[src/rtl/core/ttb_pkg.sv]
// Shared types and constants of the triangle tangent basis block.
package ttb_pkg;

  localparam int DW = 25;  // width of a position or texture delta
  localparam int NW = 16;  // width of a Q1.14 normal component

  typedef logic [DW-1:0] delta_t;
  typedef logic [NW-1:0] nrm_t;

  // One triangle as handed from the front end to the back end.
  typedef struct packed {
    delta_t [2:0]          e1;
    delta_t [2:0]          e2;
    delta_t                du1;
    delta_t                dv1;
    delta_t                du2;
    delta_t                dv2;
    nrm_t   [2:0][2:0]     nrm;  // [corner][axis]
  } tri_t;

endpackage

[src/rtl/core/ttb_queue.sv]
// Two-entry triangle queue between the front end and the back end.
module ttb_queue import ttb_pkg::*; (
  input  logic clk_i,
  input  logic rst_ni,
  input  logic push_i,
  input  tri_t push_data_i,
  output logic full_o,
  input  logic pop_i,
  output logic empty_o,
  output tri_t head_o
);

  tri_t       ent_q [2];
  logic       wptr_q;
  logic       rptr_q;
  logic [1:0] cnt_q;

  assign full_o  = (cnt_q == 2'd2);
  assign empty_o = (cnt_q == 2'd0);
  assign head_o  = ent_q[rptr_q];

  always_ff @(posedge clk_i or negedge rst_ni) begin
    if (!rst_ni) begin
      wptr_q <= 1'b0;
      rptr_q <= 1'b0;
      cnt_q  <= 2'd0;
    end else begin
      if (push_i) wptr_q <= !wptr_q;
      if (pop_i)  rptr_q <= !rptr_q;
      if (push_i && !pop_i) begin
        cnt_q <= cnt_q + 2'd1;
      end else if (pop_i && !push_i) begin
        cnt_q <= cnt_q - 2'd1;
      end
    end
  end

  always_ff @(posedge clk_i) begin
    if (push_i) ent_q[wptr_q] <= push_data_i;
  end

endmodule

[config.mk]
export PLATFORM = sky130hd
export DESIGN_NAME = ttb_queue
export DESIGN_NICKNAME = d
export VERILOG_FILES = /design/src/rtl/core/ttb_pkg.sv /design/src/rtl/core/ttb_queue.sv
export SDC_FILE = /design/constraint.sdc
export NUM_CORES = 1
export LEC_CHECK = 0
export BUFFER_PORTS_ARGS = -buffer_cell sky130_fd_sc_hd__buf_2
export CAP_MARGIN = 20
export CORE_AREA = 2 2 310 312
export CTS_CLUSTER_SIZE = 30
export DETAILED_ROUTE_END_ITERATION = 6
export DIE_AREA = 0 0 312 314
export PLACE_DENSITY = 0.57
export SLEW_MARGIN = 20
export SYNTH_ARGS = -nofsm -noshare
export SYNTH_HDL_FRONTEND = slang
export SYNTH_SLANG_ARGS = --single-unit
[constraint.sdc]
create_clock -name clk_i -period 27.1 [get_ports clk_i]
set_input_delay 5.42 -clock clk_i [delete_from_list [all_inputs] [get_ports clk_i]]
set_output_delay 5.42 -clock clk_i [all_outputs]
set_load 0.005 [all_outputs]
* Word level (Yosys, flattened, before mapping)
Memories as Yosys holds them, arrays and structs flattened.
Cells that the tools add are included.
** Word-level totals
- Register bits after elaboration :: 4
- Memory bits (writable) :: 788
- Input bits :: 398
- Output and inout bits :: 396
- Logic and storage cells :: 19
- Memories :: 1
** Cells by class
- Add/subtract/negate cells :: 2
- Eq/ne operators :: 1
- Muxes and demuxes :: 4
- Reductions and logical operators :: 8
** Memories
- ent_q :: depth 2, bits a word 394, rd ports 1, clocked after memory_dff 0, wr ports 1, line ttb_queue.sv:13 : tri_t ent_q [2];
** Operator list (count)
- 1-bit logical NOT :: 4
- 2-bit 2-to-1 mux :: 2
- 2-bit by 1-bit adder with 2-bit output, second input constant :: 1
- 2-bit == test, second input constant :: 1
- 1-bit logical AND :: 2
- 2-bit logical NOT :: 1
- 1-bit 2-to-1 mux :: 2
- 2-bit nonzero test :: 1
- 2-bit by 1-bit subtractor with 2-bit output, second input constant :: 1

* Logic depth before layout (Yosys ltp)
- Depth after elaboration :: 4
- Depth in mapped cells :: 5
- Depth with buffers taken out :: 5

* Worst setup path before layout
Ideal clock, no wire load.
- Path kind :: input -> register
- From :: input push_i
- To :: memory ent_q[0][0] (netlist name), enable pin
- Arrival :: 22330 ps
- Path slack :: 3564 ps
- Stages :: 1
- Path buffers :: 0
- Path through :: nor2b_1
** Between the ends
- Word-level cells in the longest chain between the ends :: 2
** Ends and longest elaborated chain
- from (decl) :: line ttb_queue.sv:5 : input logic push_i,
- 1-bit 2-to-1 mux :: line ttb_queue.sv:39 : if (push_i) ent_q[wptr_q] <= push_data_i;
- 1-bit 2-to-1 mux (not written as such) :: line ttb_queue.sv:39
- to (decl) :: line ttb_queue.sv:13
No other way between the ends.

==> impl_metrics.ini <==
[run_status]
status = finished clean

[synth]
seq_area_frac_synth = 0.826
syn_nets = 1641
syn_inst = 1242
ys_types = 12
ys_seq_elements = 792
avgSynthCellArea_um2 = 23.2
synth_warnings = 0
synth_top_area_cell = edfxtp_1
ys_top_cells_by_area = edfxtp_1, mux2_2, buf_6
synth_area_um2 = 28800
synth_top_area_share = 0.823

[timing]
min_period_ns = 9.10
slew-limit-headroom = 0.152
finalSetupTns_ns = 0
worstMarginPinSlew_ns = 1.27
report.final.slew_viol_count = 0
rsz0062_at_grt = false
max_freq_mhz = 110
finalSetupViolCount = 0
finalCritPeriodShare = 0.336
fin_ws_ns = 18.00
final_hold_viol_count = 0
hold_slack_ns = 0.488
skew_ns = 0.0210

[clock_network]
cts_hold_buf = 0
cts_num_sinks = 792
cts_setup_buffers = 0
cts_max_level = 3
worstSkewPairLatency_ns = 0.63
root_buffer = clkbuf_16
cts_buffer_depth = 3
cts_made_buffers = 84
clk_pin_slew_worst_paths_ns = 0.06
post_cts_resized = 0
cts_tree = built

[power_and_ir_drop]
switching_share = 0.276
p_leak_nw = 13.5
ir_drop_uv = 56.8
power_frac_seq = 0.449
powerDensity_nw_per_um2 = 102
finalPower_w = 0.00374
p_switching_w = 0.00103
p_clk_frac = 0.288
combPwrFrac = 0.262
internal-power_w = 0.00271

[grt]
gr-total-overflow = 0
gr-usage-all-layers = 0.136
grt_max_degree = 177
grt_pass1_vias = 15608
grt_pass1_wl_um = 98900
grt_antenna_before_repair = 27

[die]
core_area_um2 = 94400
die_w_um = 312
rows = 113
initial_core_util = 0.304
io_pins = 794
dieArea_um2 = 98000
die_h_um = 314

[worst_hold_path]
hold_class = flip-flop to flip-flop
whs_path_depth = 1
hold_end = cnt_q[1]$_DFFE_PN0P_
hp-start = cnt_q[1]$_DFFE_PN0P_

[detailed_routing]
wl_per_cell_um = 20.1
vias = 14824
dr.pass1.iters = 4
viasPerCell = 4.31
drc = 0
ant_nets = 0
routed_wl_um = 69100
drt_iter0_drc = 854

[worst_setup_path]
cpPeakStageDelay_ns = 0.76
worstPathRequired_ns = 21.68
path_class = flip-flop to output port
cp-end-kind = output port
critical_path_buf_inv_count = 3
path_cells = buf_4 > buf_12 > mux2_2 > buf_2
cp.arrival_ns = 3.68
cp-start-kind = flip-flop
r2r_cells = 3
cp_top_family = buffers and inverters
r2r_end = ent_q[1][360]$_DFFE_PP_
critical_path.max_fanout = 176
cpMaxStageDelayCell = dfrtp_4
regToRegStartpoint = wptr_q$_DFFE_PN0P_
reg2reg_slack_ns = 23.62

[finish]
final_cells = 3438
seqCellArea_um2 = 23800
drive_gt1_frac = 0.612
multi_input_area_um2 = 4530
mostFrequentLayoutCells = buf_2, edfxtp_1, mux2_2
final_common_cell = buf_2
syn2layout_area_growth_pct = 27.3
finalNetCount = 2492
num-fill-cells = 8716

[run]
maxCapViolCount = 0

[placement]
dp_hpwl_um = 47600
place_ws_ns = 18.44
place_inst = 3271
routabilityCongestion = 0.810
portBuffers = 793
-- sequential cells by signal (all words and copies together), names as in the netlist --
register / flops
ent_q: 788
cnt_q: 2
rptr_q: 1
wptr_q: 1
-- synthesized netlist by cell type (all sizes together) --
library cell / number
and2: 1
buf: 44
ha: 1
mux2: 394
xor2: 4
nor2: 2
dfrtp: 4
edfxtp: 788
nor2b: 2
xnor2: 1
inv: 1
-- worst max-delay path by stage --
stage / endpoint / cells past startpoint / slack (ns) / startpoint
5_1_grt: head_o[287] / 4 / 17.81 / rptr_q$_DFFE_PN0P_
2_1_floorplan: ent_q[0][0]$_DFFE_PP_ / 1 / 3.56 / push_i
3_3_place_gp: ent_q[1][356]$_DFFE_PP_ / 4 / 18.49 / push_i
3_5_place_dp: ent_q[1][360]$_DFFE_PP_ / 4 / 18.44 / push_i
4_1_cts: head_o[287] / 4 / 17.91 / rptr_q$_DFFE_PN0P_
6_report: head_o[154] / 4 / 18.00 / rptr_q$_DFFE_PN0P_
-- final cells by class --
type | instances | area share
sequential | 792 | 0.649
multi-input combinational | 405 | 0.124
antenna | 13 | 0.000889
clock buffer | 101 | 0.0603
clock inverter | 52 | 0.0103
timing repair buffer | 809 | 0.112
inverter | 1 | 0.000103
tap | 1265 | 0.0432
-- per-layer routing --
metal  up-vias  part of all wire  global-route usage
li1       6713                 -                   -
met1      7356              0.37               0.149
met2       599              0.50               0.232
met3       138              0.10              0.0620
met4        18             0.026              0.0471
met5         -            0.0018                   0
-- cells by family (layout without fill, tap and decap cells) --
family                   after synthesis  count (layout)  synth area share
XOR/XNOR                               5               5           0.00152
AND/OR/NAND/NOR                        5               5          0.000914
flip-flops                           792             792             0.826
adder cells (fa/ha/maj)                1               1          0.000435
multiplexers                         394             394             0.154
buffers and inverters                 45             963            0.0165
other                                  0              13                 0
-- metrics by stage --
stage	cell area (um^2)	util
global route	36600	0.387
global placement	34000	0.360
floorplan	28800	-
CTS	36600	0.387
finish	36600	0.388
detailed placement	34000	0.360
-- power groups by stage --
stage | sequential [W] | clock [W] | combinational (W)
global placement | 0.00170 | 0 | 0.000997
detailed placement | 0.00171 | 0 | 0.00100
CTS | 0.00169 | 0.00111 | 0.00101
finish | 0.00168 | 0.00108 | 0.000982
floorplan | 0.00183 | 0 | 0.000603
global route | 0.00170 | 0.00116 | 0.00106
Power figures use the tool's default switching activity.
