`src/rtl/core/ttb_pkg.sv`:
```
// Shared types and constants of the triangle tangent basis block.
package ttb_pkg;

  localparam int DW = 25;  // width of a position or texture delta
  localparam int NW = 16;  // width of a Q1.14 normal component

  typedef logic [DW-1:0] delta_t;
  typedef logic [NW-1:0] nrm_t;

  // One triangle as handed from the front end to the back end.
  typedef struct packed {
    delta_t [2:0]          e1;
    delta_t [2:0]          e2;
    delta_t                du1;
    delta_t                dv1;
    delta_t                du2;
    delta_t                dv2;
    nrm_t   [2:0][2:0]     nrm;  // [corner][axis]
  } tri_t;

endpackage

```
`src/rtl/core/ttb_front.sv`:
```
// Front end: collects vertices, holds two, forms edge and UV deltas on the third.
module ttb_front import ttb_pkg::*; #(
  parameter int CW = 24,
  parameter int UW = 16
) (
  input  logic          clk_i,
  input  logic          rst_ni,
  input  logic          in_valid_i,
  output logic          in_ready_o,
  input  logic [CW-1:0] pos_x_i,
  input  logic [CW-1:0] pos_y_i,
  input  logic [CW-1:0] pos_z_i,
  input  logic [CW-1:0] tex_u_i,
  input  logic [CW-1:0] tex_v_i,
  input  logic [UW-1:0] normal_x_i,
  input  logic [UW-1:0] normal_y_i,
  input  logic [UW-1:0] normal_z_i,
  input  logic          full_i,
  output logic          push_o,
  output tri_t          push_data_o
);

  localparam int SH  = (CW > DW - 1) ? CW - (DW - 1) : 0;
  localparam int NSL = (UW < NW) ? NW - UW : 0;
  localparam int NSR = (UW > NW) ? UW - NW : 0;

  localparam logic [1:0] PH_FIRST  = 2'd0;
  localparam logic [1:0] PH_SECOND = 2'd1;
  localparam logic [1:0] PH_THIRD  = 2'd2;

  logic [1:0]                 phase_q;
  logic [1:0][2:0][CW-1:0]    pos_q;
  logic [1:0][1:0][CW-1:0]    uv_q;
  logic [1:0][2:0][NW-1:0]    nrm_q;
  logic                       accept;
  logic                       third;
  logic                       slot;
  logic [2:0][CW-1:0]         pos_in;
  logic [2:0][NW-1:0]         nrm_in;

  function automatic delta_t cdelta(input logic [CW-1:0] a, input logic [CW-1:0] b);
    logic signed [CW:0] d;
    d = $signed({a[CW-1], a}) - $signed({b[CW-1], b});
    d = d >>> SH;
    return DW'(d);
  endfunction

  function automatic nrm_t cnorm(input logic [UW-1:0] n);
    logic signed [UW+NW-1:0] x;
    x = (UW+NW)'($signed(n));
    x = x <<< NSL;
    x = x >>> NSR;
    return NW'(x);
  endfunction

  assign third      = (phase_q == PH_THIRD);
  assign slot       = (phase_q == PH_SECOND);
  assign in_ready_o = !third || !full_i;
  assign accept     = in_valid_i && in_ready_o;
  assign push_o     = accept && third;

  assign pos_in = {pos_z_i, pos_y_i, pos_x_i};
  assign nrm_in = {cnorm(normal_z_i), cnorm(normal_y_i), cnorm(normal_x_i)};

  always_ff @(posedge clk_i or negedge rst_ni) begin
    if (!rst_ni) begin
      phase_q <= PH_FIRST;
    end else if (accept) begin
      if (third) begin
        phase_q <= PH_FIRST;
      end else if (slot) begin
        phase_q <= PH_THIRD;
      end else begin
        phase_q <= PH_SECOND;
      end
    end
  end

  // Hold the first two vertices of the triangle.
  always_ff @(posedge clk_i) begin
    if (accept && !third) begin
      pos_q[slot] <= pos_in;
      uv_q[slot]  <= {tex_v_i, tex_u_i};
      nrm_q[slot] <= nrm_in;
    end
  end

  always_comb begin
    for (int i = 0; i < 3; i++) begin
      push_data_o.e1[i] = cdelta(pos_q[1][i], pos_q[0][i]);
      push_data_o.e2[i] = cdelta(pos_in[i], pos_q[0][i]);
    end
    push_data_o.du1    = cdelta(uv_q[1][0], uv_q[0][0]);
    push_data_o.dv1    = cdelta(uv_q[1][1], uv_q[0][1]);
    push_data_o.du2    = cdelta(tex_u_i, uv_q[0][0]);
    push_data_o.dv2    = cdelta(tex_v_i, uv_q[0][1]);
    push_data_o.nrm[0] = nrm_q[0];
    push_data_o.nrm[1] = nrm_q[1];
    push_data_o.nrm[2] = nrm_in;
  end

endmodule

```
`config.mk`:
```
export PLATFORM = sky130hd
export DESIGN_NAME = ttb_front
export DESIGN_NICKNAME = d
export VERILOG_FILES = /design/src/rtl/core/ttb_pkg.sv /design/src/rtl/core/ttb_front.sv
export SDC_FILE = /design/constraint.sdc
export NUM_CORES = 1
export LEC_CHECK = 0
export BUFFER_PORTS_ARGS = -buffer_cell sky130_fd_sc_hd__buf_2
export CORE_MARGIN = 3
export CORE_UTILIZATION = 40
export DETAILED_ROUTE_END_ITERATION = 8
export PLACE_DENSITY = 0.7
export SLEW_MARGIN = 10
export SYNTH_ARGS = -nofsm -noshare
export SYNTH_HDL_FRONTEND = slang
export SYNTH_SLANG_ARGS = --single-unit
```
`constraint.sdc`:
```
create_clock -name clk_i -period 21.3 [get_ports clk_i]
set_input_delay 4.26 -clock clk_i [delete_from_list [all_inputs] [get_ports clk_i]]
set_output_delay 4.26 -clock clk_i [all_outputs]
set_load 0.01 [all_outputs]
```
======== Word-level counts from Yosys, hierarchy flattened ========
Index checks and enable logic that the tools add are counted.
cells by class
  mux-type cells .......................... 9
  order comparisons ....................... 2
  reductions and logical operators ........ 7
  equal/unequal tests ..................... 2
  add/subtract/negate cells ............... 10
operator list
  kind                                                  number
  subtractor 24 x 24 -> 25 bit                          10
  bitwise mux 96 bit                                    2
  bitwise mux 144 bit                                   1
  demux 72 bit (select 1 bit)                           1
  2-to-1 mux 72 bit                                     1
  demux 48 bit (select 1 bit)                           1
  2-to-1 mux 48 bit                                     1
  logical AND 1 bit                                     4
  2-to-1 mux 2 bit                                      2
  equality test 2 x 1 -> 1 bit (second input constant)  1
  equality test 2 bit (second input constant)           1
  logical NOT 1 bit                                     2
  < comparator 1 x 2 -> 1 bit (second input constant)   1
  >= comparator 1 bit (second input constant)           1
  logical OR 1 bit                                      1
word-level totals
  register bits ........................... 338
  input port bits ......................... 172
  logic and storage cells ................. 47

======== Depth between registers and ports, before layout ========
Gate-level depths: netlist of the first run.
  depth in word-level cells ............... 6
  depth in mapped cells ................... 11
  depth with buffers taken out ............ 11

======== Worst setup path before layout of the first run ========
No wires, ideal clock.
  path type ............................... input port to flip-flop
  start ................................... input in_valid_i
  end ..................................... register pos_q[0] in the netlist's numbering (enable)
  cell stages on the path ................. 1
  path buffers ............................ 0
  data required time ...................... 20.365 ns
  setup slack ............................. 4.125 ns
  arrival time ............................ 16.240 ns
  cells stage by stage .................... nor3b_1
on the way
  word-level cells in the longest chain between the ends .. 2
RTL lines
  item                            RTL line         text
  start: declaration              ttb_front.sv:8   input logic in_valid_i,
  logical AND 1 bit               ttb_front.sv:59  assign accept = in_valid_i && in_ready_o;
  logical AND 1 bit               ttb_front.sv:81  if (accept && !third) begin
  end signal: indexed assignment  ttb_front.sv:82  pos_q[slot] <= pos_in;
  end: declaration                ttb_front.sv:32  logic [1:0][2:0][CW-1:0] pos_q;
No other way between the ends.
A chain may end at the register's enable or synchronous reset.

==> impl.org, run 1 <==
** Yosys
- Async set-or-reset flop fraction in the synthesized netlist :: less than 1%
- Post-Syn Instances :: approximately 2200
- Counting flops with a built-in enable in the synthesized netlist gives between 300 and 400.
- After synthesis, flip-flops and latches occupy between 40% and 50% of the total area.
- For this run, the number of Yosys warnings is 0.
- A synthesized cell averages 10.42 um2.
- The most used flip-flop cell after synthesis is edfxtp_1.
- edfxtp_1 takes more of the synthesized area than any other cell.
- Synthesis inferred 338 register bits.
- Count of different cell masters after synthesis :: 83
- Yosys top cell area share :: around 44%
- Synthesized netlist net count :: between 2000 and 3000
- Post-Syn Area :: about 0.023 mm2
- Top area cells in the synthesized netlist :: edfxtp_1, ha_1, xnor2_1

** Power and ir drop
- The analysis attributes to cell leakage a power of 12.28 nW.
- Peak ir drop on the vdd network :: 79.44 uV
- Dividing total power by cell area gives a power density of roughly 140 mW/mm2.

** Cells and area
- Number of nets in the final layout :: 3157
- After routing the design area is 0.02753 mm2.
- Layout cells sized above 1 :: approximately 24%
- Highest-count cells in the layout ignoring fill and taps :: buf_2, edfxtp_1, ha_1
- Leaving out fill and tap cells, the most frequent cell in the layout is buf_2.
- Final std cells w/o fill :: roughly 3500
- Area delta synth->final :: 20.64%
- Final-layout fill cell count :: around 5100

** Timing
- Dividing the final minimum period by the clock period gives between 50% and 60%.
- Smallest setup slack after layout :: ~10 ns
- WHS :: around 0.58 ns
- The final-report hold violation count came to 0.
- Final sum of negative setup slack :: 0 ns
- Setup repair after global routing left no endpoint under its margin.
- Finish-stage setup viols :: 0
- Fmax :: 0.08713 GHz
- For the pin with the worst max-slew slack, the measured transition is 1.137 ns.
- Headroom to the max-slew limit came out at approximately 24%.
- The max-slew violation count was 0.
- The worst path needs 11.48 ns of the cycle, external delays included.
- The clock arrives with ~0.017 ns of skew.

** Worst setup path
- Critical Path RT :: roughly 17 ns
- Data arrival time of the worst path :: slightly above 7 ns
- The worst register-to-register path has a depth of 4.
- Capture point of the worst reg-to-reg path :: uv_q[95]
- Along the worst path, the maximum fanout reaches 4.
- STA classifies the critical path startpoint as an input pin.
- Type of the setup path with the least slack :: in -> out
- The worst register-to-register path begins at phase_q[0].
- Minimum setup slack among reg-to-reg paths :: about 18 ns
- Element type at the critical path end :: output pin

** Floorplanning
- The floorplan has 86 rows.
- Die H :: between 200 and 250 um
- CORE AREA :: ~0.056 mm2
- Top Ports :: 568
- DIE AREA :: 0.05996 mm2
- Horizontal die dimension :: between 200 and 250 um
- Starting density of the core :: between 40% and 50%

** Global route
- The number of antenna violations at the first check in global routing is 18.
- Total global routing overflow :: 0
- Met1 track demand over resource in global routing :: between 20% and 30%
- Met2 demand-to-capacity share in global routing :: 37.86%
- For met3 alone, demand over resource in global routing was 4.577%.
- Pin count of the biggest net entering global routing :: 79
- The layer flagged by global routing as most heavily used is met2.
- Vias in the first global route :: around 18000
- The first global-routing pass estimated about 100000 um of wire.
- In the global route stage, overall resource usage came out at a little over a fifth.

** CTS
- After clock tree synthesis, the clock-pin slew on the worst setup and hold paths is 0.05 ns.
- The clock passes through at most 3 buffers.
- After clock tree synthesis, the flow added hold-fix buffers numbering 0.
- Clock Tree Root :: clkbuf_16
- Clock buffers created by TritonCTS :: a little over 40
- Number of clock sinks seen by CTS :: between 300 and 400
- Post_cts resized :: 0
- Worst-Skew Late Latency :: around 0.56 ns
- The H-tree was split into 2 levels.
- TritonCTS clock tree :: done
- After clock tree synthesis, the setup repair step added 0 buffers.

** Detailed routing
- Dividing the detail-routed wire length by the instance count gives around 19 um.
- Iteration-0 DRC Markers :: around 1100
- Number of nets still failing antenna checks after routing :: 0
- Detailed Routing Iterations Pass 1 :: 6
- Summed over all layers, the routed wires come to ~68000 um.
- Number of vias in the routed layout :: 19180
- In the routed layout, each cell is associated on average with a via count of 5.441.
- After detailed routing, the number of remaining DRC violations is 0.

** Status
- The flow ran to the end, and the final reports show no timing, DRC or antenna violations.

** Place
- Dpl hpwl :: between 50000 and 60000 um
- Worst setup timing slack at the placement stage :: between 9 and 10 ns
- Total instance count after detailed placement :: around 3400
- After detailed placement, the total cell area comes to between 0.02 and 0.03 mm2.
- Routability-driven placement congestion ratio :: between 0.9 and 1
- Count of port buffers added during placement :: between 500 and 600

** Worst hold path
- Kind of path behind the tightest hold check :: reg -> reg
- Worst Hold Endpoint :: phase_q[1]
- The worst hold path was traced through 2 stages.
- Hold path startpoint :: phase_q[1]

** Job
- Max-capacitance violation count :: 0
cell type report:
class                      instances  area (um2)  area share (%)
clock inverter                    31       272.8          0.9907
clock buffer                      44        1037           3.767
tap                              748       935.9           3.399
inverter                         208       780.7           2.836
antenna                           12       30.03          0.1091
multi-input combinational       1572       11460           41.63
timing repair buffer             572        2875           10.44
sequential                       338       10140           36.83
per-layer routing:
layer  share of wire (%)  up-vias
met2                  49      631
met5                0.14        -
li1                    -     9149
met4                 3.2       14
met3                 7.0      135
met1                  41     9250
worst max-delay path by stage:
stage                from                to  slack [ns]  cells past startpoint
2_1_floorplan  in_valid_i          pos_q[0]        4.13                      1
3_3_place_gp   pos_x_i[0]  push_data_o[268]        9.82                     13
3_5_place_dp   pos_x_i[0]  push_data_o[268]        9.81                     13
4_1_cts        pos_x_i[0]  push_data_o[268]        9.80                     13
5_1_grt        pos_x_i[0]  push_data_o[268]        9.63                     13
6_report       pos_x_i[0]  push_data_o[268]        9.82                     13
synth_stat cells (all sizes together) (21+ instances only):
library cell,count
nor2,151
xor2,44
nor3,50
a31oi,25
edfxtp,336
nand2,105
ha,242
nand3,42
a21o,74
a21oi,192
nor2b,44
xnor2,127
o21ai,108
clkbuf,24
nand4,21
buf,48
nand2b,29
inv,207
o21a,51
registers in the layout, indices dropped and copies added (netlist names):
signal and count:
pos_q 144, uv_q 96, push_data_o 96, phase_q 2
power by group:
part | switching (W) | internal [W]
Clock | 0.000287 | 0.000403
Combinational | 0.00133 | 0.000812
Sequential | 0.0000384 | 0.000923
cells by family after synthesis:
kind of cell             synth area share [%]
flip-flops                              44.43
multiplexers                           0.2248
XOR/XNOR                                6.562
AO/OA/AOI/OAI                           17.85
adder cells (fa/ha/maj)                 14.14
buffers and inverters                   5.394
AND/OR/NAND/NOR                         11.40
worst max-delay path, stage by stage:
cell and delay, ns:
buf_2 0.10, inv_1 0.04, ha_1 0.22, fa_1 0.41
nor2b_1 0.21, o31ai_1 0.12, a21oi_1 0.35, a31oi_1 0.18
o21ai_0 0.52, a41oi_1 0.20, a21oi_1 0.26, o22ai_1 0.18
buf_2 0.17
stage by stage:
step           total power, W  util (%)
3_5_place_dp         0.003101     46.99
3_3_place_gp         0.003060     46.99
6_report             0.003789     49.40
4_1_cts              0.003812     49.34
5_1_grt              0.004040     49.37
2_1_floorplan        0.002350         -
No activity file was read; power rests on OpenSTA's default activity.
==> run 2: changes to the inputs <==
Clock period 21.3 ns to 11.3 ns, I/O delays scaled along.
==> run 2 against run 1 <==
Net effect:
- sequential power up 88%
- clock skew down 0.0052 ns
- design area hardly changed
- clock power increased by 84%
- wire length is 1.4% higher
- setup slack lost 6.1 ns
- critical path depth unchanged
- critical endpoint is now push_data_o[266]
- register-to-register slack lost 9.9 ns
- first-iteration DRC count increased by 1.0%
- global-route usage is 0.48 points higher
- utilization barely moved
==> impl.org, run 2 (synthesis results as in run 1) <==
** CTS
- Clock transition time at the flip-flop clock pins of the worst setup and hold paths :: 0.06 ns (was 0.05 ns)
- Number of H-tree branching levels :: 2 (unchanged)
- Clock buffers created by TritonCTS :: 42 (was 41)
- The count of instances resized after the clock tree is built is 0 (unchanged).
- The post-cts hold buffer count was 0 (unchanged).
- Worst-Skew Late Latency :: 0.55 ns (was 0.56 ns)
- The clock tree from TritonCTS is done (unchanged).
- Clock Tree Root :: clkbuf_16 (unchanged)
- Clock Path Buffers :: 3 (unchanged)
- Number of clock sinks seen by CTS :: 338 (unchanged)
- Setup fix buffers added after clock tree synthesis :: 0 (unchanged)

** Place
- The number of I/O port buffers came to 567 (unchanged).
- The half-perimeter wire length after placement was 54380 um (was 54200 um).
- The final weighted congestion in routability-driven placement came to 0.9288 (was 0.9508).
- Total instance count after detailed placement :: 3440 (was 3438)

** Global route
- Wire length of the first global-routing pass :: 105300 um (was 103200 um)
- The largest net degree at the start of global routing is 66 (was 79).
- Combined global-route utilization of all metal layers :: 22.14% (was 21.66%)
- Total global routing overflow :: 0 (unchanged)
- The number of antenna violations at the first check in global routing came to 18 (unchanged).
- Vias in the first global route :: 18680 (was 18480)

** Cells and area
- The number of flip-flops under the largest register name came to 144 (unchanged).
- Number of nets in the final layout :: 3160 (was 3157)
- Layout cells sized above 1 :: 23.99% (was 24.12%)
- The growth of design area from synthesis to finish was 20.59% (was 20.64%).
- Final std cells w/o fill :: 3526 (was 3525)
- The number of fillers in the final layout is 5204 (was 5146).
- The most common library cell in the layout ignoring fill and taps is buf_2 (unchanged).
- The register ranked first by flip-flop count was pos_q (unchanged).
- Highest-count cells in the layout ignoring fill and taps :: buf_2, edfxtp_1, ha_1 (unchanged)

** Worst hold path
- The worst min-delay path class is reg -> reg (unchanged).
- The instance count along the most critical hold path came to 2 (unchanged).

** Floorplanning
- Starting density of the core :: 40.95% (unchanged)
- The number of placed I/O pins is 568 (unchanged).
- Die H :: 244.9 um (unchanged)
- The floorplan die width is 244.9 um (unchanged).
- CORE AREA :: 0.05574 mm2 (unchanged)
- The row count is 86 (unchanged).
- The die footprint was 0.05996 mm2 (unchanged).

** Power and ir drop
- Power density over the cells :: 259.1 mW/mm2 (was 137.6 mW/mm2)
- The leakage dissipation is 12.26 nW (was 12.28 nW).
- The total power of the final layout was 0.007131 W (was 0.003789 W).
- Peak ir drop on the vdd network :: 202.0 uV (was 79.44 uV)

** Worst setup path
- The length in cells of the worst reg-to-reg path came to 5 (was 4).
- The capturing element type of the critical path is an output pin (unchanged).
- The startpoint type of the worst setup path was an input pin (unchanged).
- Max Fanout on Critical Path :: 4 (unchanged)
- Critical Path RT :: 9.04 ns (was 17.04 ns)
- Type of the setup path with the least slack :: in -> out (unchanged)
- Data arrival time of the worst path :: 5.27 ns (was 7.22 ns)

** Timing
- Final hold violations :: 0 (unchanged)
- The worst slew slack as a fraction of its limit was 35.08% (was 24.21%).
- Fmax :: about 0.13 GHz
- The count of endpoints failing setup in the final report is 0 (unchanged).
- The maximum clock skew at final layout was 0.01141 ns (was 0.01663 ns).
- Final Cycle Share :: between 60% and 70%
- The clock period could shrink to about 7.5 ns.
- Slew of the pin with the lowest slew margin :: 0.9738 ns (was 1.137 ns)
- RSZ-0062 raised after global routing: no (unchanged).
- Final number of max-transition violations :: 0 (unchanged)
- The sum of negative setup slack came to 0 ns (unchanged).

** Detailed routing
- The routed via count is 19140 (was 19180).
- The via count normalized by instance count is 5.428 (was 5.441).
- Sum of routed wire length over all layers :: 68840 um (was 67900 um)
- Iteration-0 DRC Markers :: 1156 (was 1144)
- DRC violation count after routing :: 0 (unchanged)
- The length of the first detailed-routing pass in iterations came to 7 (was 6).
- The remaining antenna violation count is 0 (unchanged).
- WL per Instance :: 19.52 um (was 19.26 um)

** Status
- Outcome: complete, no violations (unchanged).

** Job
- The max-cap check violation count is 0 (unchanged).
## run 2: cell count changes in the layout (fill, tap and decap cells not counted), sizes merged
| cell | change |
|---|---|
| inv | -2 |
| clkinv | -7 |
| clkinvlp | +1 |
| clkbuf | +7 |
| diode | +2 |
| buf | +2 |
| bufinv | -2 |
## run 2: worst paths after layout
check / start / endpoint / slack [ns]
setup / recovery: pos_x_i[0] / push_data_o[266] / 3.77
hold / removal: phase_q[0] / phase_q[0] / 0.58
setup reg to reg: phase_q[0] / pos_q[97] / 8.38
hold reg to reg: phase_q[0] / phase_q[0] / 0.58
max in group asynchronous: rst_ni / phase_q[1] / 9.73
min in group asynchronous: rst_ni / phase_q[0] / 1.48
## run 2: worst max-delay path, stage by stage
cell and delay (ns):
buf_2 0.10, inv_1 0.04, ha_1 0.21, fa_1 0.42
nor2b_1 0.24, o31ai_1 0.14, a21oi_1 0.35, a31oi_1 0.17
o21ai_0 0.52, a21bo_2 0.24, nand4_1 0.11, a21oi_1 0.26
buf_2 0.20
## run 2: area by class of cell
cell class	count	area (um2)	share of cell area, %
clock inverters	21	166.4	0.6047
flip-flops and latches	338	10140	36.84
well taps	748	935.9	3.401
inverters	208	780.7	2.837
repair buffers	574	2890	10.50
diodes	14	35.03	0.1273
clock buffers	51	1106	4.019
multi-input cells	1572	11470	41.67
## run 2: per-layer routing
layer,part of all wire [%],wire (um),vias up,global-route usage [%]
met5,0.080,55,-,0
met4,3.0,2072,10,6.652
met3,7.7,5290,132,4.752
met2,48,33030,689,38.02
met1,41,28390,9153,28.04
li1,-,-,9154,-
## run 2: stage by stage
| stage | setup WS, ns | utilization (%) | hold slack (ns) | cell area (um2) |
|---|---|---|---|---|
| 6_report | 3.773 | 49.38 | 0.5828 | 27520 |
| 5_1_grt | 3.616 | 49.36 | 0.6238 | 27510 |
| 4_1_cts | 3.772 | 49.31 | 0.5879 | 27490 |
| 3_5_place_dp | 3.780 | 47.03 | 0.5756 | 26210 |
| 3_3_place_gp | 3.829 | 47.03 | 0.5582 | 26210 |
| 2_1_floorplan | 2.075 | - | 0.5368 | 22830 |
## run 2: power breakdown
| part | internal, W | total, W | leakage, nW | switching [W] |
|---|---|---|---|---|
| registers | 0.00174 | 0.00181 | 3.16 | 0.0000743 |
| logic | 0.00154 | 0.00404 | 8.48 | 0.00251 |
| clock network | 0.000740 | 0.00127 | 0.618 | 0.000533 |
